$ cat config.mk
export PLATFORM = sky130hd
export DESIGN_NAME = button_change_event_queue
export DESIGN_NICKNAME = d
export VERILOG_FILES = /design/src/sv/bceq_pkg.sv /design/src/sv/bceq_ctrl.sv /design/src/sv/bceq_dp.sv /design/src/sv/button_change_event_queue.sv
export SDC_FILE = /design/constraint.sdc
export NUM_CORES = 1
export LEC_CHECK = 0
export ABC_AREA = 1
export BUFFER_PORTS_ARGS = -buffer_cell sky130_fd_sc_hd__buf_2
export CORE_ASPECT_RATIO = 1.5
export CORE_MARGIN = 10
export CORE_UTILIZATION = 35
export CTS_CLUSTER_DIAMETER = 30
export DETAILED_ROUTE_END_ITERATION = 10
export PLACE_DENSITY_LB_ADDON = 0.05
export SYNTH_ARGS = -nofsm -noshare
export SYNTH_HDL_FRONTEND = slang
export SYNTH_SLANG_ARGS = --single-unit
$ cat constraint.sdc
create_clock -name clk -period 4 [get_ports clk]
set_clock_uncertainty 0.2 [all_clocks]
set_input_delay 0.8 -clock clk [delete_from_list [all_inputs] [get_ports clk]]
set_output_delay 0.8 -clock clk [all_outputs]
set_load 0.02 [all_outputs]
$ cat src/sv/bceq_pkg.sv
// Package for the button change event queue.
// Holds the sizes, event and command codes, the button order table and the
// controller/datapath interface types. Depends on nothing.
package bceq_pkg;

	localparam int QUEUE_DEPTH  = 16;
	localparam int BUTTON_COUNT = 10;
	localparam int ORDER_LEN    = 10;
	localparam int SCAN_COUNT   = (BUTTON_COUNT < ORDER_LEN) ? BUTTON_COUNT : ORDER_LEN;

	localparam int LEVEL_W = 10;
	localparam int INDEX_W = 4;
	localparam int KIND_W  = 2;
	localparam int PTR_W   = $clog2(QUEUE_DEPTH);

	localparam logic [INDEX_W-1:0] START_INDEX  = 4'd6;
	localparam logic [INDEX_W-1:0] SELECT_INDEX = 4'd7;
	localparam logic [INDEX_W-1:0] SCAN_LAST    = INDEX_W'(SCAN_COUNT - 1);
	localparam logic [PTR_W-1:0]   PTR_LAST     = PTR_W'(QUEUE_DEPTH - 1);

	localparam logic [KIND_W-1:0] EV_NONE    = 2'd0;
	localparam logic [KIND_W-1:0] EV_PRESS   = 2'd1;
	localparam logic [KIND_W-1:0] EV_RELEASE = 2'd2;

	localparam logic CMD_POLL = 1'b0;
	localparam logic CMD_READ = 1'b1;

	typedef struct packed {
		logic                released;
		logic [INDEX_W-1:0]  index;
	} event_t;

	typedef enum logic [1:0] {
		ST_IDLE,
		ST_SCAN,
		ST_FIN_POLL,
		ST_FIN_READ
	} state_t;

	typedef struct packed {
		logic capture_poll;
		logic issue_read;
		logic scan_step;
		logic load_poll;
		logic load_read;
	} ctrl_cmd_t;

	typedef struct packed {
		logic scan_last;
	} ctrl_status_t;

	// Level bit that carries each button, in button index order.
	function automatic logic [INDEX_W-1:0] level_bit_of(input logic [INDEX_W-1:0] idx);
		logic [INDEX_W-1:0] lb;
		case (idx)
			4'd0:    lb = 4'd6;
			4'd1:    lb = 4'd7;
			4'd2:    lb = 4'd5;
			4'd3:    lb = 4'd4;
			4'd4:    lb = 4'd0;
			4'd5:    lb = 4'd1;
			4'd6:    lb = 4'd3;
			4'd7:    lb = 4'd2;
			4'd8:    lb = 4'd9;
			4'd9:    lb = 4'd8;
			default: lb = 4'd0;
		endcase
		return lb;
	endfunction

endpackage

$ cat src/sv/bceq_ctrl.sv
// Controller state machine of the button change event queue.
// Sequences poll scans, queue reads and the output register. Uses bceq_pkg.
module bceq_ctrl (
	input  logic                    clk,
	input  logic                    arst_n,
	input  logic                    in_valid,
	input  logic                    cmd,
	input  logic                    out_ready,
	input  bceq_pkg::ctrl_status_t  status,
	output logic                    in_ready,
	output logic                    out_valid,
	output bceq_pkg::ctrl_cmd_t     ctrl
);
	import bceq_pkg::*;

	state_t state_q, state_d;
	logic   out_valid_q, out_valid_d;
	logic   out_free;

	always_ff @(posedge clk or negedge arst_n) begin
		if (!arst_n) begin
			state_q     <= ST_IDLE;
			out_valid_q <= 1'b0;
		end else begin
			state_q     <= state_d;
			out_valid_q <= out_valid_d;
		end
	end

	always_comb begin
		state_d     = state_q;
		ctrl        = '0;
		in_ready    = 1'b0;
		out_free    = !out_valid_q || out_ready;
		out_valid_d = out_valid_q && !out_ready;
		case (state_q)
			ST_IDLE: begin
				in_ready = 1'b1;
				if (in_valid) begin
					if (cmd == CMD_READ) begin
						ctrl.issue_read = 1'b1;
						state_d         = ST_FIN_READ;
					end else begin
						ctrl.capture_poll = 1'b1;
						state_d           = ST_SCAN;
					end
				end
			end
			ST_SCAN: begin
				ctrl.scan_step = 1'b1;
				if (status.scan_last) begin
					state_d = ST_FIN_POLL;
				end
			end
			ST_FIN_POLL: begin
				if (out_free) begin
					ctrl.load_poll = 1'b1;
					out_valid_d    = 1'b1;
					state_d        = ST_IDLE;
				end
			end
			ST_FIN_READ: begin
				if (out_free) begin
					ctrl.load_read = 1'b1;
					out_valid_d    = 1'b1;
					state_d        = ST_IDLE;
				end
			end
			default: begin
				state_d = ST_IDLE;
			end
		endcase
	end

	assign out_valid = out_valid_q;

endmodule

$ cat src/sv/bceq_dp.sv
// Datapath of the button change event queue.
// Holds the level and held registers, the event ring memory with its
// pointers, and the output register. Uses bceq_pkg.
module bceq_dp (
	input  logic                            clk,
	input  logic                            arst_n,
	input  logic [bceq_pkg::LEVEL_W-1:0]    buttons,
	input  bceq_pkg::ctrl_cmd_t             ctrl,
	output bceq_pkg::ctrl_status_t          status,
	output logic [bceq_pkg::KIND_W-1:0]     event_kind,
	output logic [bceq_pkg::INDEX_W-1:0]    button_index,
	output logic [bceq_pkg::LEVEL_W-1:0]    held_mask,
	output logic                            fast_render
);
	import bceq_pkg::*;

	event_t mem [QUEUE_DEPTH];

	logic [LEVEL_W-1:0] last_q, now_q, diff_q, held_q;
	logic               render_q;
	logic [INDEX_W-1:0] scan_idx_q;
	logic [PTR_W-1:0]   wp_q, rp_q;
	logic [PTR_W-1:0]   wp_next, rp_next;
	event_t             rd_q;
	logic               rd_hit_q;

	logic [KIND_W-1:0]  kind_q;
	logic [INDEX_W-1:0] index_q;
	logic [LEVEL_W-1:0] held_out_q;
	logic               render_out_q;

	logic [INDEX_W-1:0] lb;
	logic               changed;
	logic               pressed;
	logic               full;
	logic               empty;
	logic               push;
	logic               new_select;

	always_comb begin
		lb         = level_bit_of(scan_idx_q);
		changed    = diff_q[lb];
		pressed    = now_q[lb];
		wp_next    = (wp_q == PTR_LAST) ? '0 : wp_q + 1'b1;
		rp_next    = (rp_q == PTR_LAST) ? '0 : rp_q + 1'b1;
		full       = (wp_next == rp_q);
		empty      = (wp_q == rp_q);
		push       = ctrl.scan_step && changed && !full;
		new_select = buttons[level_bit_of(SELECT_INDEX)]
			&& !last_q[level_bit_of(SELECT_INDEX)];
		status.scan_last = (scan_idx_q == SCAN_LAST);
	end

	always_ff @(posedge clk or negedge arst_n) begin
		if (!arst_n) begin
			last_q     <= '0;
			now_q      <= '0;
			diff_q     <= '0;
			held_q     <= '0;
			render_q   <= 1'b0;
			wp_q       <= '0;
			rp_q       <= '0;
			scan_idx_q <= '0;
			rd_hit_q   <= 1'b0;
		end else begin
			if (ctrl.capture_poll) begin
				now_q      <= buttons;
				diff_q     <= buttons ^ last_q;
				last_q     <= buttons;
				scan_idx_q <= '0;
				if (new_select) begin
					render_q <= !render_q;
				end
			end
			if (ctrl.scan_step) begin
				scan_idx_q <= scan_idx_q + 1'b1;
				if (changed && scan_idx_q != START_INDEX) begin
					held_q[scan_idx_q] <= pressed;
				end
			end
			if (push) begin
				wp_q <= wp_next;
			end
			if (ctrl.issue_read) begin
				rd_hit_q <= !empty;
				if (!empty) begin
					rp_q <= rp_next;
				end
			end
		end
	end

	always_ff @(posedge clk) begin
		if (push) begin
			mem[wp_q] <= '{released: !pressed, index: scan_idx_q};
		end
		if (ctrl.issue_read) begin
			rd_q <= mem[rp_q];
		end
	end

	always_ff @(posedge clk) begin
		if (ctrl.load_poll || ctrl.load_read) begin
			held_out_q   <= held_q;
			render_out_q <= render_q;
			if (ctrl.load_read && rd_hit_q) begin
				kind_q  <= rd_q.released ? EV_RELEASE : EV_PRESS;
				index_q <= rd_q.index;
			end else begin
				kind_q  <= EV_NONE;
				index_q <= '0;
			end
		end
	end

	assign event_kind   = kind_q;
	assign button_index = index_q;
	assign held_mask    = held_out_q;
	assign fast_render  = render_out_q;

endmodule

$ cat src/sv/button_change_event_queue.sv
// Top level of the button change event queue.
// Joins bceq_ctrl and bceq_dp. Uses bceq_pkg.
//
// Each request on the input channel is a poll (cmd 0) with the sampled button
// levels or a read (cmd 1) that pops one queued event. Every request gives
// exactly one result: a poll returns no event and the updated held mask and
// render flag; a read returns the oldest press or release event, or no event
// when the queue is empty. The queue keeps at most fifteen events and drops
// new ones when full.
// A poll scans the buttons one per cycle and then loads its result into the
// output register; a read fetches the oldest entry through the registered
// memory read and then loads the output register. The next request is
// taken once the controller is back in idle.
// A new request is accepted only when the previous one has
// finished its work; the output register lets it be taken while a result
// still waits, and a stalled receiver holds the finished work until the
// output register is free. Reset clears the levels, held mask, render flag,
// pointers and output valid; queue entries are not cleared.
module button_change_event_queue (
	input  logic                            clk,
	input  logic                            arst_n,
	input  logic                            in_valid,
	output logic                            in_ready,
	input  logic                            cmd,
	input  logic [bceq_pkg::LEVEL_W-1:0]    buttons,
	output logic                            out_valid,
	input  logic                            out_ready,
	output logic [bceq_pkg::KIND_W-1:0]     event_kind,
	output logic [bceq_pkg::INDEX_W-1:0]    button_index,
	output logic [bceq_pkg::LEVEL_W-1:0]    held_mask,
	output logic                            fast_render
);
	import bceq_pkg::*;

	ctrl_cmd_t    ctrl;
	ctrl_status_t status;

	bceq_ctrl u_ctrl (
		.clk       (clk),
		.arst_n    (arst_n),
		.in_valid  (in_valid),
		.cmd       (cmd),
		.out_ready (out_ready),
		.status    (status),
		.in_ready  (in_ready),
		.out_valid (out_valid),
		.ctrl      (ctrl)
	);

	bceq_dp u_dp (
		.clk          (clk),
		.arst_n       (arst_n),
		.buttons      (buttons),
		.ctrl         (ctrl),
		.status       (status),
		.event_kind   (event_kind),
		.button_index (button_index),
		.held_mask    (held_mask),
		.fast_render  (fast_render)
	);

	a_busy_after_accept: assert property (@(posedge clk) disable iff (!arst_n)
		in_valid && in_ready |=> !in_ready)
		else $error("request accepted while the previous one was still in work");

	a_kind_legal: assert property (@(posedge clk) disable iff (!arst_n)
		out_valid |-> (event_kind == EV_NONE || event_kind == EV_PRESS
			|| event_kind == EV_RELEASE))
		else $error("illegal event kind on the output");

	a_no_start_held: assert property (@(posedge clk) disable iff (!arst_n)
		out_valid |-> !held_mask[START_INDEX])
		else $error("start button shows as held");

	a_none_index_zero: assert property (@(posedge clk) disable iff (!arst_n)
		out_valid && event_kind == EV_NONE |-> button_index == '0)
		else $error("button index set on a result with no event");

endmodule
==> out/metrics.cfg, run 1 <==
[outcome]
status = completed

[clock_network]
clock_latency_ns = 0.43
post_cts_resized = 0
cts.reportedPaths.clkPinSlew_ns = 0.06
tritoncts = built
cts.hold.buffers_added = 0
tritoncts_sink_count = 149
ctsRootBufferMaster = sky130_fd_sc_hd__clkbuf_16
numCtsBuffers = 17
cts_setup_buffers = 0
cts_max_path_buffers = 2
htree_num_levels = 4

[route]
drt_pass1_iterations = 4
dr_total_vias = 4407
ant_nets = 0
totalWireLength_um = 16300
route.detailed.wl_per_inst_um = 17.8
drt_via_density = 4.82
drc_errors = 0
initialDrtViolationCount = 199

[cells_and_area]
final_nets = 676
layout.cells.most_common = sky130_fd_sc_hd__edfxtp_1
postLayoutCellArea_mm2 = 0.00770
multiInputGateArea_mm2 = 0.00202
final_cells = 914
drive_above_1_share = 0.139
register_area_mm2 = 0.00424
most-common-layout-cells = sky130_fd_sc_hd__edfxtp_1 (102), sky130_fd_sc_hd__nand2_1 (89), sky130_fd_sc_hd__nor2_1 (84)
synthToLayoutAreaGrowth_pct = 16.4
fillerInstances = 1787
insertedDiodeCount = 0

[setup_path]
critical_path.cell_chain = inv_1 -> ha_1 -> nand3_4 -> nand2_4 -> inv_1 -> nor2_1 -> o21ai_1 -> inv_2 -> nand3_4 -> nor3_1
cp.arrival_ns = 2.86
crit_path_end = u_dp.mem[11][2]
reg2reg_to = u_dp.mem[11][2]
crit_path_top_delay_cell = sky130_fd_sc_hd__nor3_1
timing.reg2reg.worst_path_depth = 10
path_max_fanout = 23
critical_path_required_ns = 3.85
endpoint_kind = flip-flop
critical_path_class = reg -> reg
crit_start = u_dp.scan_idx_q[0]
biggest_cell_delay_along_the_critical_path_ns = 0.65
crit-reg2reg-launch = u_dp.scan_idx_q[0]
timing.critical_path.from_type = flip-flop
r2r_setup_slack_ns = 0.99

[sta]
maxSlewHeadroom = 0.501
setup_ws_ns = 0.993
hold_violations = 0
totalNegativeSetupSlack_ns = 0
finalSetupViolCount = 0
final_max_slew_viol_count = 0
final_period_minus_worst_setup_slack_ns = 3.01
min_period_over_period = 0.752
achievable-frequency_ghz = 0.333
max_slew.worst_pin.slew_ns = 0.745
rsz0062_at_grt = no

[global_routing]
grt_use_total = 0.136
number_of_antenna_violations_at_the_first_check_in_global_routing = 0
grt_start_max_net_pins = 45
first_global_vias = 4628
grt_pass1_wl_um = 26100
remaining_global_route_overflow = 0

[synthesis]
register_area_share_after_synthesis = 0.641
postSynth.asyncResetShare = 0.315
synth_cell_types = 36
main_combinational_cell_family_by_area_after_synthesis = simple AND/OR/NAND/NOR gates
synth_simple_gate_area_frac = 0.169
ys.warnings.count = 0
synthCells = 606
synth.mux.area_fraction = 0.0123
synth_compound_area_frac = 0.0806
synthFlopType = sky130_fd_sc_hd__edfxtp_1
synthXorXnorAreaFrac = 0.0199
synth_enable_flop_cells = 102
synth.ff_latch_count = 149
synth_fa_ha_area_frac = 0.0227
synth.avg_cell_area_um2 = 10.9
post_synth_instance_area_mm2 = 0.00661
synthesis.nets = 633

[power_and_ir_drop]
design_power_total_uw = 6410
leakage_uw = 0.00309
max-vdd-ir-drop_mv = 0.371
cellPowerDensity_mw_per_mm2 = 833

[floorplan]
core_area_mm2 = 0.0185
dieArea_mm2 = 0.0249
effective_utilization_at_floorplan = 0.357
chipHeight_um = 188
floorplan.rows = 61
top_level_port_count = 34
die-width_um = 132

[place]
globalplace.congestion = 0.803
port_buffers = 33
dp.final_hpwl_um = 11500
placedInstanceArea_mm2 = 0.00709
dp_worst_setup_slack_ns = 0.999
dpl.cell_count = 882

[flow_run]
timing.max_cap.violations = 0

[worst_hold_path]
hp-class = in -> async

[final cells by class]
type / count / area share
multi-input cells: 370 / 0.262
clock inverters: 9 / 0.0151
inverters: 62 / 0.0302
clock buffers: 23 / 0.0637
well taps: 252 / 0.0410
repair buffers: 49 / 0.0371
flip-flops and latches: 149 / 0.551
[kinds of logic (layout without fill, tap and decap cells)]
kind of cell               after synthesis  in the layout
adders and majority gates               12             12
AOI/OAI and AO/OA                       87             87
buffers and inverters                   87            143
DFF                                    149            149
and+or+nand+nor                        248            248
xor gates and xnor gates                15             15
muxes                                    8              8
[cell usage after synthesis (2+ instances only)]
cell type                    n  share of area
sky130_fd_sc_hd__nand3_4     2         0.0053
sky130_fd_sc_hd__clkinv_1    2         0.0011
sky130_fd_sc_hd__o32ai_1    13          0.017
sky130_fd_sc_hd__nand3b_1    2         0.0023
sky130_fd_sc_hd__o221ai_1    7         0.0093
sky130_fd_sc_hd__nor2_1     85          0.048
sky130_fd_sc_hd__ha_1       12          0.023
sky130_fd_sc_hd__inv_1      57          0.032
sky130_fd_sc_hd__edfxtp_1  102           0.46
sky130_fd_sc_hd__nand2_1    89          0.051
sky130_fd_sc_hd__dfrtp_1    47           0.18
sky130_fd_sc_hd__o21ai_1     6         0.0045
sky130_fd_sc_hd__nor3_1     17          0.013
sky130_fd_sc_hd__o211ai_1    3         0.0034
sky130_fd_sc_hd__mux2i_1     7          0.011
sky130_fd_sc_hd__nand2_4     3         0.0051
sky130_fd_sc_hd__buf_6       3         0.0051
sky130_fd_sc_hd__buf_2       3         0.0023
sky130_fd_sc_hd__clkbuf_1   17         0.0096
sky130_fd_sc_hd__inv_2       3         0.0017
sky130_fd_sc_hd__nand3_2     2         0.0030
sky130_fd_sc_hd__xnor2_1     6         0.0079
sky130_fd_sc_hd__a21oi_1     5         0.0038
sky130_fd_sc_hd__nand4_1    17          0.016
sky130_fd_sc_hd__xor2_1      9          0.012
sky130_fd_sc_hd__buf_4       2         0.0023
sky130_fd_sc_hd__o21ai_0    47          0.036
sky130_fd_sc_hd__nand3_1    30          0.023
[state kept, by name (all words and copies together) (netlist names), 2 cells and up]
signal,cells
u_dp.button_index,4
u_dp.rd_q,5
u_dp.rp_q,4
u_dp.held_mask,10
u_dp.diff_q,10
u_dp.event_kind,2
u_dp.wp_q,4
u_dp.held_q,10
u_dp.scan_idx_q,4
u_dp.last_q,10
u_ctrl.state_q,2
u_dp.mem,80
[through the flow]
stage / hold slack, ns / utilization
after floorplan: 0.223 / -
after global placement: 0.160 / 0.382
after detailed placement: 0.164 / 0.382
after CTS: 0.178 / 0.415
after global routing: 0.190 / 0.415
final: 0.163 / 0.415
[how the worst min path moves through the flow]
stage | endpoint | cells after the start
finish | u_dp.render_q | 1
floorplan | u_dp.held_mask[6] | 0
global placement | u_dp.held_q[6] | 0
detailed placement | u_dp.held_q[6] | 0
CTS | u_dp.render_q | 1
global route | u_dp.held_q[6] | 0
[worst max-delay path, delay by kind of cell, from the launching register on]
family | cells | cell delay (ns)
AND/OR/NAND/NOR | 5 | 1.33
buffers and inverters | 3 | 0.40
flip-flops | 1 | 0.37
adder cells (fa/ha/maj) | 1 | 0.23
AO/OA/AOI/OAI | 1 | 0.11
[power breakdown]
group          internal (uW)  leakage, uW  switching [uW]
Clock                    997     0.000280             617
Combinational            711      0.00128            1700
Sequential              2170      0.00153             217
[routing by layer]
metal / track usage / vias up / share of wire
met1: 0.141 / 2119 / 0.38
met4: 0.0645 / 0 / 0.025
met2: 0.256 / 80 / 0.56
met3: 0.0253 / 25 / 0.026
li1: - / 2183 / -
met5: 0 / - / 0
Power figures use the tool's default switching activity.
==> run 2: changes to the inputs <==
--- a/config.mk
+++ b/config.mk
@@ -5,7 +5,7 @@
 export SDC_FILE = /design/constraint.sdc
 export NUM_CORES = 1
 export LEC_CHECK = 0
-export ABC_AREA = 1
+export ABC_AREA = 0
 export BUFFER_PORTS_ARGS = -buffer_cell sky130_fd_sc_hd__buf_2
 export CORE_ASPECT_RATIO = 1.5
 export CORE_MARGIN = 10
==> constraint.sdc (replaced) <==
create_clock -name clk -period 2.8 [get_ports clk]
set_clock_uncertainty 0.2 [all_clocks]
set_input_delay 0.56 -clock clk [delete_from_list [all_inputs] [get_ports clk]]
set_output_delay 0.56 -clock clk [all_outputs]
set_load 0.02 [all_outputs]
==> out/metrics.cfg, run 2 <==
[power_and_ir_drop]
power_frac_seq = 0.354  ; was 0.373
power_frac_clock = 0.228  ; was 0.252
internal_power_uw = 6450  ; was 3880 uW
comb_power_share = 0.418  ; was 0.375
leakage_uw = 0.00302  ; was 0.00309 uW
max-vdd-ir-drop_mv = 0.547  ; was 0.371 mV
power.net_switching_uw = 3630  ; was 2530 uW
cellPowerDensity_mw_per_mm2 = 1270  ; was 833 mW/mm^2
swShare = 0.360  ; was 0.395

[synthesis]
synthMostInstantiatedCell = sky130_fd_sc_hd__edfxtp_1  ; unchanged
synth.ff_latch_count = 149  ; unchanged
synth_cell_types = 50  ; was 36
register_area_share_after_synthesis = 0.662  ; was 0.641
post_synth_instance_area_mm2 = 0.00640  ; was 0.00661 mm^2
synth_area_leaders = sky130_fd_sc_hd__edfxtp_1 (48%), sky130_fd_sc_hd__dfrtp_1 (18%), sky130_fd_sc_hd__mux4_2 (9.1%), sky130_fd_sc_hd__xnor2_1 (2.7%), sky130_fd_sc_hd__nand2_1 (2.5%)  ; was sky130_fd_sc_hd__edfxtp_1 (46%), sky130_fd_sc_hd__dfrtp_1 (18%), sky130_fd_sc_hd__nand2_1 (5.1%), sky130_fd_sc_hd__nor2_1 (4.8%), sky130_fd_sc_hd__o21ai_0 (3.6%)
synthFlopType = sky130_fd_sc_hd__edfxtp_1  ; unchanged
netlist_top_cells_count = sky130_fd_sc_hd__edfxtp_1 (102), sky130_fd_sc_hd__dfrtp_1 (47), sky130_fd_sc_hd__nand2_1 (43)  ; was sky130_fd_sc_hd__edfxtp_1 (102), sky130_fd_sc_hd__nand2_1 (89), sky130_fd_sc_hd__nor2_1 (85)
synth.avg_cell_area_um2 = 15.4  ; was 10.9 um^2
synthesis.nets = 444  ; was 633
postSynth.asyncResetShare = 0.315  ; unchanged
yosys.area.top_type_share = 0.478  ; was 0.463
ys.warnings.count = 0  ; unchanged
most_area_hungry_cell_type_in_the_yosys_netlist = sky130_fd_sc_hd__edfxtp_1  ; unchanged
synthCells = 417  ; was 606
synth_enable_flop_cells = 102  ; unchanged

[worst_hold_path]
hp-class = in -> reg  ; was in -> async
start_point_of_the_worst_min_delay_path = buttons[9]

[clock_network]
ctsRootBufferMaster = sky130_fd_sc_hd__clkbuf_16  ; unchanged
clock_latency_ns = 0.43  ; about the same
htree_num_levels = 4  ; unchanged
tritoncts = built  ; unchanged
tritoncts_sink_count = 149  ; unchanged
cts.reportedPaths.clkPinSlew_ns = 0.06  ; about the same
numCtsBuffers = 17  ; unchanged
cts_max_path_buffers = 2  ; unchanged

[place]
dp.final_hpwl_um = 11000  ; was 11500 um
globalplace.congestion = 0.853  ; was 0.803
dpl.cell_count = 682  ; was 882
port_buffers = 33  ; unchanged
placedInstanceArea_mm2 = 0.00717  ; was 0.00709 mm^2

[outcome]
status = completed  ; unchanged

[floorplan]
floorplan.rows = 60  ; was 61
effective_utilization_at_floorplan = 0.357  ; about the same
chipHeight_um = 186  ; was 188 um
dieArea_mm2 = 0.0242  ; was 0.0249 mm^2
top_level_port_count = 34  ; unchanged
core_area_mm2 = 0.0179  ; was 0.0185 mm^2
die-width_um = 130  ; was 132 um

[setup_path]
critical_path_class = reg -> reg  ; unchanged
timing.critical_path.from_type = flip-flop  ; unchanged
critical_path_required_ns = 2.74  ; was 3.85 ns
endpoint_kind = flip-flop  ; unchanged
crit-reg2reg-launch = u_dp.scan_idx_q[1]  ; was u_dp.scan_idx_q[0]
crit_start = u_dp.scan_idx_q[1]  ; was u_dp.scan_idx_q[0]
path_max_fanout = 5  ; was 23
cp.arrival_ns = 2.67  ; was 2.86 ns

[sta]
min_period_over_period = 0.974  ; was 0.752
finalSetupViolCount = 0  ; unchanged
max_slew.worst_pin.slew_ns = 0.660  ; was 0.745 ns
rsz0062_at_grt = no  ; unchanged
achievable-frequency_ghz = 0.367  ; was 0.333 GHz
final_max_slew_viol_count = 0  ; unchanged
maxSlewHeadroom = 0.560  ; was 0.501
totalNegativeSetupSlack_ns = 0  ; unchanged
hold_violations = 0  ; unchanged
final_period_minus_worst_setup_slack_ns = 2.73  ; was 3.01 ns
hold_slack_ns = 0.146  ; was 0.163 ns

[global_routing]
number_of_antenna_violations_at_the_first_check_in_global_routing = 0  ; unchanged
grt_pass1_wl_um = 23200  ; was 26100 um
grt_start_max_net_pins = 33  ; was 45
remaining_global_route_overflow = 0  ; unchanged
first_global_vias = 4013  ; was 4628
grt_use_total = 0.132  ; was 0.136

[route]
drt_via_density = 5.04  ; was 4.82
initialDrtViolationCount = 156  ; was 199
dr_total_vias = 3647  ; was 4407
totalWireLength_um = 15200  ; was 16300 um
ant_nets = 0  ; unchanged
route.detailed.wl_per_inst_um = 21.1  ; was 17.8 um
drc_errors = 0  ; unchanged
drt_pass1_iterations = 6  ; was 4

[cells_and_area]
fin_util = 0.442  ; was 0.415
final_nets = 520  ; was 676
final_cells = 723  ; was 914
insertedDiodeCount = 0  ; unchanged
drive_above_1_share = 0.354  ; was 0.139
postLayoutCellArea_mm2 = 0.00794  ; was 0.00770 mm^2
synthToLayoutAreaGrowth_pct = 23.9  ; was 16.4%
largest_register = u_dp.mem  ; unchanged
layout.cells.most_common = sky130_fd_sc_hd__edfxtp_1  ; unchanged
largest_register_ffs = 80  ; unchanged
most-common-layout-cells = sky130_fd_sc_hd__edfxtp_1 (102), sky130_fd_sc_hd__dfrtp_1 (44), sky130_fd_sc_hd__nand2_1 (42)  ; was sky130_fd_sc_hd__edfxtp_1 (102), sky130_fd_sc_hd__nand2_1 (89), sky130_fd_sc_hd__nor2_1 (84)

[flow_run]
timing.max_cap.violations = 0  ; unchanged

run 2: critical path, stage by stage (launching register included):
cell and delay (ns):
sky130_fd_sc_hd__dfrtp_2 0.38, sky130_fd_sc_hd__inv_4 0.05, sky130_fd_sc_hd__ha_4 0.29, sky130_fd_sc_hd__buf_6 0.12
sky130_fd_sc_hd__nand2_2 0.06, sky130_fd_sc_hd__or4b_4 0.22, sky130_fd_sc_hd__o32ai_4 0.07, sky130_fd_sc_hd__nor4b_4 0.28
sky130_fd_sc_hd__buf_4 0.19, sky130_fd_sc_hd__o311ai_4 0.19, sky130_fd_sc_hd__nor3b_4 0.25, sky130_fd_sc_hd__buf_6 0.14
run 2: cells by family after synthesis:
family,Yosys count,share of synthesized area
fa+ha+maj,12,0.0234
flops,149,0.662
simple gates,118,0.0963
mux,44,0.122
xor+xnor,20,0.0274
compound gates,42,0.0467
buf+inv,32,0.0221
run 2: path summary, 6_finish.rpt:
path,endpoint,slack (ns),cells past startpoint
worst max register to register,u_dp.mem[7][3],0.07,11
min in group asynchronous,u_dp.held_q[4],0.49,2
worst max-delay path,u_dp.mem[7][3],0.07,11
max in group asynchronous,u_dp.diff_q[1],1.15,3
worst min-delay path,u_dp.last_q[9],0.15,3
worst min register to register,u_dp.held_q[6],0.18,0
run 2: metal layers:
metal  GRT usage  wire length, um  vias up  share of wire
li1            -                -     1722              -
met1       0.133             5700     1840           0.37
met2       0.252             8800       59           0.58
met3      0.0302              350       26          0.023
met4      0.0540              370        0          0.024
met5           0                0        -              0
run 2: area by class of cell:
type                       count  area [um^2]
inverter                      11         43.8
multi-input combinational    237         2220
sequential                   149         4240
clock buffer                  17          425
tap                          217          272
fill                        1610        10000
clock inverter                15          171
timing repair buffer          77          561
run 2: through the flow:
stage	worst slack, ns	total power (uW)
floorplan	-0.0677	6030
global placement	0.0263	7520
detailed placement	-0.0117	7530
CTS	0.000501	9880
global route	0.000788	10600
finish	0.0733	10100
run 2: repair_timing:
item,4_1_cts,5_1_grt
buffers inserted,1,6
gates cloned,0,1
setup endpoints to repair,51,86
pin swaps,1,7
gates resized for setup,3,21
endpoints found under the hold margin,25,0
hold buffers,1,0
run 2: power by group through the flow:
stage	Sequential, uW	Combinational, uW	Clock, uW
6_report	3570	4220	2300
3_3_place_gp	3600	3920	0
5_1_grt	3630	4580	2440
3_5_place_dp	3610	3920	0
2_1_floorplan	3610	2420	0
4_1_cts	3570	3970	2340
==> run 3: changes to the inputs <==
--- a/config.mk
+++ b/config.mk
@@ -8,7 +8,6 @@
 export ABC_AREA = 0
 export BUFFER_PORTS_ARGS = -buffer_cell sky130_fd_sc_hd__buf_2
 export CORE_ASPECT_RATIO = 1.5
-export CORE_MARGIN = 10
 export CORE_UTILIZATION = 35
 export CTS_CLUSTER_DIAMETER = 30
 export DETAILED_ROUTE_END_ITERATION = 10
==> out/metrics.cfg, run 3 (synthesis results as in run 2) <==
[clock_network]
tritoncts_sink_count = 149  ; unchanged
cts_max_path_buffers = 2  ; unchanged
cts.reportedPaths.clkPinSlew_ns = 0.06  ; about the same
htree_num_levels = 4  ; unchanged
tritoncts = built  ; unchanged
numCtsBuffers = 17  ; unchanged
ctsRootBufferMaster = sky130_fd_sc_hd__clkbuf_16  ; unchanged
clock_latency_ns = 0.42  ; was 0.43 ns

[route]
drt_via_density = 5.02  ; was 5.04
totalWireLength_um = 14500  ; was 15200 um
drc_errors = 0  ; unchanged
dr_total_vias = 3606  ; was 3647
ant_nets = 0  ; unchanged
initialDrtViolationCount = 99  ; was 156
drt_pass1_iterations = 4  ; was 6
route.detailed.wl_per_inst_um = 20.2  ; was 21.1 um

[floorplan]
effective_utilization_at_floorplan = 0.357  ; unchanged
chipHeight_um = 168  ; was 186 um
dieArea_mm2 = 0.0189  ; was 0.0242 mm^2
top_level_port_count = 34  ; unchanged
die-width_um = 112  ; was 130 um
floorplan.rows = 60  ; unchanged
core_area_mm2 = 0.0179  ; unchanged

[cells_and_area]
drive_above_1_share = 0.331  ; was 0.354
final_cells = 718  ; was 723
largest_register_ffs = 80  ; unchanged
synthToLayoutAreaGrowth_pct = 22.7  ; was 23.9%
multiInputGateArea_mm2 = 0.00215  ; was 0.00222 mm^2
register_area_mm2 = 0.00424  ; unchanged
most-common-layout-cells = sky130_fd_sc_hd__edfxtp_1 (102), sky130_fd_sc_hd__dfrtp_1 (44), sky130_fd_sc_hd__nand2_1 (43)  ; was sky130_fd_sc_hd__edfxtp_1 (102), sky130_fd_sc_hd__dfrtp_1 (44), sky130_fd_sc_hd__nand2_1 (42)
fin_util = 0.438  ; was 0.442
insertedDiodeCount = 0  ; unchanged
layout.cells.most_common = sky130_fd_sc_hd__edfxtp_1  ; unchanged
fillerInstances = 1619  ; was 1610
final_nets = 515  ; was 520
largest_register = u_dp.mem  ; unchanged

[worst_hold_path]
start_point_of_the_worst_min_delay_path = buttons[0]  ; was buttons[9]
hp-class = in -> reg  ; unchanged

[sta]
min_period_over_period = 0.968  ; was 0.974
final_max_slew_viol_count = 0  ; unchanged
setup_ws_ns = 0.0891  ; was 0.0733 ns
hold_slack_ns = 0.154  ; was 0.146 ns
totalNegativeSetupSlack_ns = 0  ; unchanged
hold_violations = 0  ; unchanged
final_period_minus_worst_setup_slack_ns = 2.71  ; was 2.73 ns
max_slew.worst_pin.slew_ns = 0.598  ; was 0.660 ns
rsz0062_at_grt = yes  ; was no
finalSetupViolCount = 0  ; unchanged
achievable-frequency_ghz = 0.369  ; was 0.367 GHz
maxSlewHeadroom = 0.600  ; was 0.560

[place]
globalplace.congestion = 0.799  ; was 0.853
dpl.cell_count = 681  ; was 682
dp_worst_setup_slack_ns = -0.0102  ; was -0.0117 ns
dp.final_hpwl_um = 10500  ; was 11000 um
port_buffers = 33  ; unchanged

[global_routing]
grt_use_total = 0.169  ; was 0.132
remaining_global_route_overflow = 0  ; unchanged
number_of_antenna_violations_at_the_first_check_in_global_routing = 0  ; unchanged
grt_start_max_net_pins = 33  ; unchanged
grt_pass1_wl_um = 23100  ; was 23200 um
first_global_vias = 3990  ; was 4013

[setup_path]
biggest_cell_delay_along_the_critical_path_ns = 0.43  ; was 0.38 ns
critical_path.cell_chain = inv_2 -> ha_4 -> o21a_1 -> a2111oi_1 -> o21a_1 -> nor4b_4 -> buf_4 -> and2b_4 -> buf_4 -> mux2_1  ; was inv_4 -> ha_4 -> buf_6 -> nand2_2 -> or4b_4 -> o32ai_4 -> nor4b_4 -> buf_4 -> o311ai_4 -> nor3b_4 -> buf_6
path_max_fanout = 15  ; was 5
timing.critical_path.from_type = flip-flop  ; unchanged
crit_start = u_dp.scan_idx_q[2]  ; was u_dp.scan_idx_q[1]
critical_path_required_ns = 2.90  ; was 2.74 ns
critical_path_class = reg -> reg  ; unchanged
timing.critical_path.buf_inv = 3  ; was 4
endpoint_kind = flip-flop  ; unchanged
crit-reg2reg-launch = u_dp.scan_idx_q[2]  ; was u_dp.scan_idx_q[1]
crit_family = compound AO/OA/AOI/OAI gates  ; was simple AND/OR/NAND/NOR gates
crit_path_top_delay_cell = sky130_fd_sc_hd__dfrtp_2  ; unchanged
cp.arrival_ns = 2.81  ; was 2.67 ns

[power_and_ir_drop]
max-vdd-ir-drop_mv = 0.465  ; was 0.547 mV
cellPowerDensity_mw_per_mm2 = 1260  ; was 1270 mW/mm^2
leakage_uw = 0.00301  ; was 0.00302 uW

[outcome]
status = completed  ; unchanged

[flow_run]
timing.max_cap.violations = 0  ; unchanged

-- run 3: cell count changes in the layout (fill, tap and decap cells not counted), sizes merged --
cell      before  now
clkbuf        18   24
clkinv         5    1
buf           75   72
inv           16   14
and2b          2    1
clkinvlp       3    2
-- run 3: path summary, 6_finish.rpt --
path / to / cells past startpoint / slack [ns]
worst max-delay path: u_dp.wp_q[0] / 10 / 0.09
worst min-delay path: u_dp.last_q[0] / 3 / 0.15
worst max register to register: u_dp.wp_q[0] / 10 / 0.09
worst min register to register: u_dp.held_q[6] / 0 / 0.18
max in group asynchronous: u_dp.scan_idx_q[1] / 3 / 1.16
min in group asynchronous: u_dp.held_q[4] / 2 / 0.46
-- run 3: metrics by stage --
stage	area, um^2	power, uW
4_1_cts	7840	10100
6_report	7860	9920
2_1_floorplan	6510	6030
3_5_place_dp	7150	7520
3_3_place_gp	7150	7480
5_1_grt	7860	10500
-- run 3: final cells by class --
type | instances | share of cell area
clock buffer | 24 | 0.0682
tap | 217 | 0.0346
sequential | 149 | 0.540
inverter | 11 | 0.00557
clock inverter | 8 | 0.0135
multi-input combinational | 236 | 0.273
timing repair buffer | 73 | 0.0648
-- run 3: layer usage --
layer  vias up  share of wire  global-route usage
li1       1710              -                   -
met1      1819           0.37               0.175
met2        56           0.58               0.325
met3        21          0.022              0.0326
met4         0          0.026              0.0765
met5         -              0                   0
-- run 3: worst min-delay path: cells and delay by family --
kind	cells	cell delay (ns)
buf+inv	1	0.09
simple gates	2	0.09
-- run 3: power breakdown --
part / internal [uW] / switching (uW) / leakage (uW)
clock network: 1530 / 891 / 0.000309
registers: 3180 / 360 / 0.00151
logic: 1830 / 2130 / 0.00119
-- run 3: repair_timing --
| action | 4_1_cts | 5_1_grt |
|---|---|---|
| gates resized for setup | 5 | 3 |
| pin swaps | 6 | 4 |
| endpoints found under the hold margin | 24 | 0 |
| buffers inserted | 3 | 1 |
| hold buffers | 1 | 0 |
| endpoints found under the setup margin | 5 | 88 |
